`src/rtl/core/cbn_pkg.sv`:
```
package cbn_pkg;

   localparam int COORD_W = 15;
   localparam int SIZE_W  = 14;
   localparam int CLASS_W = 3;
   localparam int AREA_W  = 2 * SIZE_W;
   localparam int UNION_W = AREA_W + 1;
   localparam int THR_W   = 8;
   localparam int PROD_W  = UNION_W + THR_W;
   localparam int SLOT_W  = 6;

   localparam logic [THR_W-1:0] THRESH_RESET = 8'd115;

   typedef struct packed {
      logic signed [COORD_W-1:0] left;
      logic signed [COORD_W-1:0] top;
      logic [SIZE_W-1:0]         wid;
      logic [SIZE_W-1:0]         hgt;
      logic [CLASS_W-1:0]        cls;
   } box_type;

   typedef struct packed {
      box_type           box;
      logic [AREA_W-1:0] area;
   } entry_type;

   typedef struct packed {
      logic valid;
      logic hit;
   } cmp_result_type;

   typedef enum logic [1:0] {
      ST_IDLE,
      ST_AREA,
      ST_SCAN,
      ST_FINISH
   } state_type;

endpackage

```
`src/rtl/core/cbn_overlap.sv`:
```
module cbn_overlap (
   input  logic                       clock,
   input  logic                       reset,
   input  logic                       flush,
   input  logic                       issue,
   input  cbn_pkg::entry_type         kept_entry,
   input  cbn_pkg::box_type           cur_box,
   input  logic [cbn_pkg::AREA_W-1:0] cur_area,
   input  logic [cbn_pkg::THR_W-1:0]  threshold,
   output cbn_pkg::cmp_result_type    result
);
   import cbn_pkg::*;

   // Valid flags run alongside the data; the first one lines up with the
   // registered read data of the store.
   logic [4:0] valid_ff, valid_in;

   logic [SIZE_W-1:0]  iw_ff, iw_in, ih_ff, ih_in;
   logic [AREA_W-1:0]  karea1_ff, karea2_ff;
   logic [3:0]         match_ff;
   logic               match_in;
   logic [AREA_W-1:0]  inter2_ff, inter2_in, inter3_ff, inter4_ff;
   logic [UNION_W-1:0] uni3_ff, uni3_in;
   logic [PROD_W-1:0]  prod4_ff, prod4_in;

   logic signed [COORD_W+1:0] c_lo_x, c_hi_x, k_lo_x, k_hi_x;
   logic signed [COORD_W+1:0] c_lo_y, c_hi_y, k_lo_y, k_hi_y;
   logic signed [COORD_W+1:0] x1, x2, y1, y2;
   logic signed [COORD_W+2:0] dx, dy;

   always_comb begin
      valid_in = flush ? 5'b0 : {valid_ff[3:0], issue};

      c_lo_x = {{2{cur_box.left[COORD_W-1]}}, cur_box.left};
      k_lo_x = {{2{kept_entry.box.left[COORD_W-1]}}, kept_entry.box.left};
      c_lo_y = {{2{cur_box.top[COORD_W-1]}}, cur_box.top};
      k_lo_y = {{2{kept_entry.box.top[COORD_W-1]}}, kept_entry.box.top};
      c_hi_x = c_lo_x + $signed({3'b000, cur_box.wid});
      k_hi_x = k_lo_x + $signed({3'b000, kept_entry.box.wid});
      c_hi_y = c_lo_y + $signed({3'b000, cur_box.hgt});
      k_hi_y = k_lo_y + $signed({3'b000, kept_entry.box.hgt});

      x1 = (c_lo_x > k_lo_x) ? c_lo_x : k_lo_x;
      y1 = (c_lo_y > k_lo_y) ? c_lo_y : k_lo_y;
      x2 = (c_hi_x < k_hi_x) ? c_hi_x : k_hi_x;
      y2 = (c_hi_y < k_hi_y) ? c_hi_y : k_hi_y;
      dx = {x2[COORD_W+1], x2} - {x1[COORD_W+1], x1};
      dy = {y2[COORD_W+1], y2} - {y1[COORD_W+1], y1};

      // A positive overlap never exceeds the smaller size, so it fits SIZE_W.
      iw_in = (dx > 0) ? dx[SIZE_W-1:0] : '0;
      ih_in = (dy > 0) ? dy[SIZE_W-1:0] : '0;
      match_in = (kept_entry.box.cls == cur_box.cls);

      inter2_in = {{SIZE_W{1'b0}}, iw_ff} * {{SIZE_W{1'b0}}, ih_ff};
      uni3_in = {1'b0, cur_area} + {1'b0, karea2_ff} - {1'b0, inter2_ff};
      prod4_in = {{UNION_W{1'b0}}, threshold} * {{THR_W{1'b0}}, uni3_ff};

      result.valid = valid_ff[4];
      result.hit = match_ff[3] && ({1'b0, inter4_ff, 8'h00} > prod4_ff);
   end

   always_ff @(posedge clock) begin
      if (reset) begin
         valid_ff <= '0;
      end else begin
         valid_ff <= valid_in;
      end
      iw_ff     <= iw_in;
      ih_ff     <= ih_in;
      karea1_ff <= kept_entry.area;
      karea2_ff <= karea1_ff;
      match_ff  <= {match_ff[2:0], match_in};
      inter2_ff <= inter2_in;
      inter3_ff <= inter2_ff;
      inter4_ff <= inter3_ff;
      uni3_ff   <= uni3_in;
      prod4_ff  <= prod4_in;
   end

endmodule
```
`config.mk`:
```
export PLATFORM = sky130hd
export DESIGN_NAME = cbn_overlap
export DESIGN_NICKNAME = d
export VERILOG_FILES = /design/src/rtl/core/cbn_pkg.sv /design/src/rtl/core/cbn_overlap.sv
export SDC_FILE = /design/constraint.sdc
export NUM_CORES = 2
export LEC_CHECK = 0
export ABC_AREA = 0
export BUFFER_PORTS_ARGS = -buffer_cell sky130_fd_sc_hd__buf_2
export CAP_MARGIN = 10
export CELL_PAD_IN_SITES_DETAIL_PLACEMENT = 1
export CELL_PAD_IN_SITES_GLOBAL_PLACEMENT = 2
export CORE_MARGIN = 2
export CORE_UTILIZATION = 35
export CTS_BUF_LIST = sky130_fd_sc_hd__clkbuf_8
export DETAILED_ROUTE_END_ITERATION = 7
export HOLD_SLACK_MARGIN = 0.12
export PLACE_DENSITY = 0.73
export SLEW_MARGIN = 10
export SYNTH_ARGS = -nofsm -noshare
export SYNTH_HDL_FRONTEND = slang
export SYNTH_SLANG_ARGS = --single-unit
```
`constraint.sdc`:
```
create_clock -name clock -period 17.5 [get_ports clock]
set_input_delay 2.625 -clock clock [delete_from_list [all_inputs] [get_ports clock]]
set_output_delay 2.625 -clock clock [all_outputs]
set_load 0.02 [all_outputs]
```
After elaboration in Yosys (flattened, before gate mapping)
Index checks and enable logic that the tools add are counted.
Word-level totals
  register bits: 243
Cells by class
  multiply operators: 2
  mux-type cells: 4
  reductions and logical operators: 2
  eq/ne operators: 1
  add/sub/neg operators: 8
  order comparisons: 7
Operators with widths (count)
  17-bit 2-to-1 mux: 4
  15-bit by 15-bit adder with 16-bit output: 4
  36-bit by 37-bit greater-than comparator with 1-bit output: 1
  8-bit by 29-bit multiplier with 37-bit output: 1
  18-bit by 1-bit greater-than comparator with 1-bit output, second input constant: 2
  17-bit by 17-bit subtractor with 18-bit output: 2
  16-bit less-than comparator: 2
  15-bit greater-than comparator: 2
  28-bit by 28-bit adder with 29-bit output: 1
  29-bit by 28-bit subtractor with 29-bit output: 1
  14-bit by 14-bit multiplier with 28-bit output: 1
  3-bit equality test: 1
  2-bit OR reduction: 1
  1-bit logical AND: 1

Logic depth before layout (Yosys ltp)
  depth after elaboration: 5
  mapped depth: 30
  mapped depth without buffers: 29

Worst setup path after synthesis
No wires, ideal clock.
  kind: input -> register
  from: input port cur_box[3] (netlist name)
  to: register ih_ff[9]
  data required time: 17.379 ns
  stages on the path: 28
  data arrival time: 7.998 ns
  setup slack: 9.380 ns
  path buffers: 1
  setup time: 0.121 ns
  cells stage by stage: ha_1 > fa_1 > a211o_1 > a21oi_1 > o21ai_0 > nand2_1 > a21boi_0 > o21ai_0 > nor2b_1 > xor2_1 > inv_1 > ha_1 > a21o_1 > a21o_1 > nor3b_1 > o21ai_4 > nand2_4 > mux2_1 > ha_1 > a2111oi_0 > and3_1 > o31ai_1 > a21o_1 > a221o_1 > a211oi_1 > buf_2 > mux2_2 > a21oi_1
Between the ends
  word-level cells in the longest chain between the ends: 5
RTL lines
  from (decl): RTL line cbn_overlap.sv:7  | input cbn_pkg::box_type cur_box,
  15-bit by 15-bit adder with 16-bit output (*): RTL line cbn_overlap.sv:40  | c_hi_y = c_lo_y + $signed({3'b000, cur_box.hgt});
  16-bit less-than comparator: RTL line cbn_overlap.sv:46  | y2 = (c_hi_y < k_hi_y) ? c_hi_y : k_hi_y;
  17-bit 2-to-1 mux (*): RTL line cbn_overlap.sv:46
  17-bit by 17-bit subtractor with 18-bit output (*): RTL line cbn_overlap.sv:48  | dy = {y2[COORD_W+1], y2} - {y1[COORD_W+1], y1};
  18-bit by 1-bit greater-than comparator with 1-bit output: RTL line cbn_overlap.sv:52  | ih_in = (dy > 0) ? dy[SIZE_W-1:0] : '0;
  to (signal assigned): RTL line cbn_overlap.sv:70  | ih_ff <= ih_in;
  to (decl): RTL line cbn_overlap.sv:18  | logic [SIZE_W-1:0] iw_ff, iw_in, ih_ff, ih_in;
Mark *: on every way between the ends. The rest lies on a longest branch, timed or not.
A chain may end at the register's enable or synchronous reset.

Worst setup path in the final report
Ends and elaborated chain as after synthesis.

==> flow_summary.yaml <==
cells_and_area:
  layout-drive-gt1-share: 0.0994
  fillers: 9019
  area_delta_synth_final_pct: 11.7
  register_area_um2: 4860
  multi_input_area_um2: 20200
  mostFrequentLayoutCells: "inv_1 (509), ha_1 (352), fa_1 (337), nand2_1 (328), dfxtp_1 (243)"
  layout_commonest_cell: "inv_1"
  nets: 4049
setup_path:
  r2r-end: "inter2_ff[26]$_DFF_P_"
  required_ns: 17.98
  critPathSlowestCell: "a211oi_1"
  path_class: "in2reg"
  worstSetupEndpointType: "flop"
  start_kind: "input port"
  worst-path-stages: 28
  cp.arrival_ns: 9.57
  setup.worst_path.end: "ih_ff[9]$_SDFF_PP0_"
  r2r_slack_ns: 10.98
  path_buf_inv: 2
  cp-startpoint: "cur_box[3]"
  crit_family: "compound AO/OA/AOI/OAI gates"
  slowest_delay_ns: 0.98
  r2r_start: "iw_ff[7]$_SDFF_PP0_"
  ff2ff_path_depth: 20
  cp_max_fo: 16
logic_synthesis:
  synth-edff-count: 0
  synthCells: 2996
  synthFlopType: "dfxtp_1"
  synthArstFlopShare: 0
  syn-num-nets: 3875
  yosysUniqueCellTypes: 78
  yosys_warnings: 0
  ys_ff_latch: 243
  yosysSeqAreaShare: 0.179
  synthesis.area_um2: 27200
  avgSynthCellArea_um2: 9.09
hold_path:
  holdPathStages: 0
  holdCritPathClass: "reg2reg"
floorplan:
  core_area_um2: 77200
  rows: 102
  dieArea_um2: 80100
  die_h_um: 283
  initial_core_util: 0.353
  ios: 192
  die_w_um: 283
clock_network:
  cts_buffer_depth: 3
  cts_resized: 0
  cts_made_buffers: 49
  clock_latency_ns: 0.62
  postCtsSetupBuffers: 0
  path_clk_slew_ns: 0.06
  root_buffer: "clkbuf_8"
  htreeDepth: 2
  cts_tree: "built"
  hold_buffers: 0
  clock-sinks: 243
placed_design:
  hpwl_um: 60400
  io_buffers: 191
  place_congestion: 0.876
route:
  ant_nets: 0
  totalWireLength_um: 71900
  wl_per_cell_um: 16.9
  drt_pass1_iterations: 4
  drt_iter0_drc: 687
  vias_per_cell: 4.87
  vias: 20700
  drc: 0
outcome:
  status: "complete, no violations"
global_routing:
  grt-ovfl-total: 0
  first_global_vias: 23800
  grt_antenna_before_repair: 3
  grt_max_degree: 30
  grt_use_total: 0.185
  grt_pass1_wl_um: 121000
sta:
  period_needed_ns: 9.10
  setup_violations: 0
  rsz0062_at_grt: "false"
  skew_ns: 0.0323
  timing.setup.tns_ns: 0
  fmax_ghz: 0.110
  slew_headroom: 0.203
  timing_hold_violations_final: 0
  max_slew.worst_pin.slew_ns: 1.19
  fin_crit_sh: 0.520
  slew_viol_final: 0
job:
  maxCapViolCount: 0
==> cell usage after synthesis (all sizes together) (4+ instances only) <==
cell type  count  share of area
a21boi        12         0.0033
o211ai        13         0.0036
clkbuf        65         0.0090
o31a           5         0.0016
xnor2         99          0.032
nand3         26         0.0048
xor2          49          0.016
nor2          89          0.013
nand2        329          0.046
a211oi        25         0.0073
fa           337           0.25
ha           352           0.16
a211o          7         0.0023
a221oi         4         0.0015
o21bai        25         0.0070
a2111oi        4         0.0020
a31oi         11         0.0028
mux2i         46          0.017
a22o           4         0.0013
and2         181          0.042
nor3b          4         0.0011
inv          506          0.070
nor3          32         0.0059
a21oi        137          0.026
and3          19         0.0044
and4           6         0.0019
o21a          32         0.0088
mux2           9         0.0037
a221o          4         0.0015
nand2b        17         0.0039
nand4         22         0.0051
nor2b         34         0.0078
or3            8         0.0018
or2            9         0.0021
dfxtp        243           0.18
o31ai         17         0.0047
o21ai         90          0.017
a21o          70          0.019
buf            7         0.0016
o2111ai        7         0.0023
==> worst register-to-register path: stages, from the launching register on <==
cell,delay [ns]
dfxtp_1,0.82
nand2_1,0.21
fa_1,0.56
inv_1,0.05
fa_1,0.50
inv_1,0.06
fa_1,0.53
inv_1,0.05
fa_1,0.40
fa_1,0.54
fa_1,0.42
ha_1,0.38
o21a_1,0.17
o211ai_1,0.09
a211oi_1,0.30
o21ai_0,0.24
o221ai_1,0.34
a21oi_1,0.18
o2111ai_1,0.25
o211ai_1,0.14
xnor2_1,0.16
==> area by class of cell <==
class                      instances  share of cell area
multi-input combinational       2175               0.664
sequential                       243               0.160
inverter                         506              0.0624
tap                             1040              0.0428
timing repair buffer             195              0.0324
clock buffer                      64              0.0290
clock inverter                    27             0.00950
antenna                            1           0.0000823
==> how the worst min path moves through the flow <==
stage	startpoint	endpoint	slack, ns
4_1_cts	inter3_ff[7]$_DFF_P_	inter4_ff[7]$_DFF_P_	0.30
6_report	inter3_ff[7]$_DFF_P_	inter4_ff[7]$_DFF_P_	0.30
2_1_floorplan	inter3_ff[0]$_DFF_P_	inter4_ff[0]$_DFF_P_	0.31
3_5_place_dp	inter3_ff[0]$_DFF_P_	inter4_ff[0]$_DFF_P_	0.31
5_1_grt	inter3_ff[7]$_DFF_P_	inter4_ff[7]$_DFF_P_	0.31
3_3_place_gp	karea1_ff[27]$_DFF_P_	karea2_ff[27]$_DFF_P_	0.31
==> routing by layer <==
layer | track usage | wire length (µm)
met5 | 0 | 0
met4 | 0.0420 | 1430
met3 | 0.0232 | 1930
met2 | 0.343 | 36800
met1 | 0.226 | 31800
==> flip-flops by register name, summed over array words and instances (netlist names), 5 cells and up <==
register   cells
ih_ff         14
inter4_ff     28
karea1_ff     28
karea2_ff     28
valid_ff       5
inter2_ff     28
prod4_ff      37
iw_ff         14
uni3_ff       29
inter3_ff     28
==> kinds of logic after synthesis <==
group	synth area share
flip-flops	0.179
buffers and inverters	0.0802
XOR/XNOR	0.0476
multiplexers	0.0206
AND/OR/NAND/NOR	0.142
adder cells (fa/ha/maj)	0.410
AO/OA/AOI/OAI	0.121
==> through the flow <==
step,util,setup WS [ns],cell area (µm²),hold slack [ns],cells
after floorplan,-,9.38,27200,0.310,2996
after CTS,0.394,8.47,30400,0.300,4250
after global placement,0.379,8.10,29200,0.312,4159
after detailed placement,0.379,7.82,29200,0.313,4159
final,0.394,8.40,30400,0.302,4251
after global routing,0.394,7.89,30400,0.313,4251
Power is not shown: default switching activity piles up to over one toggle a cycle in this logic, so the estimate is an artifact.
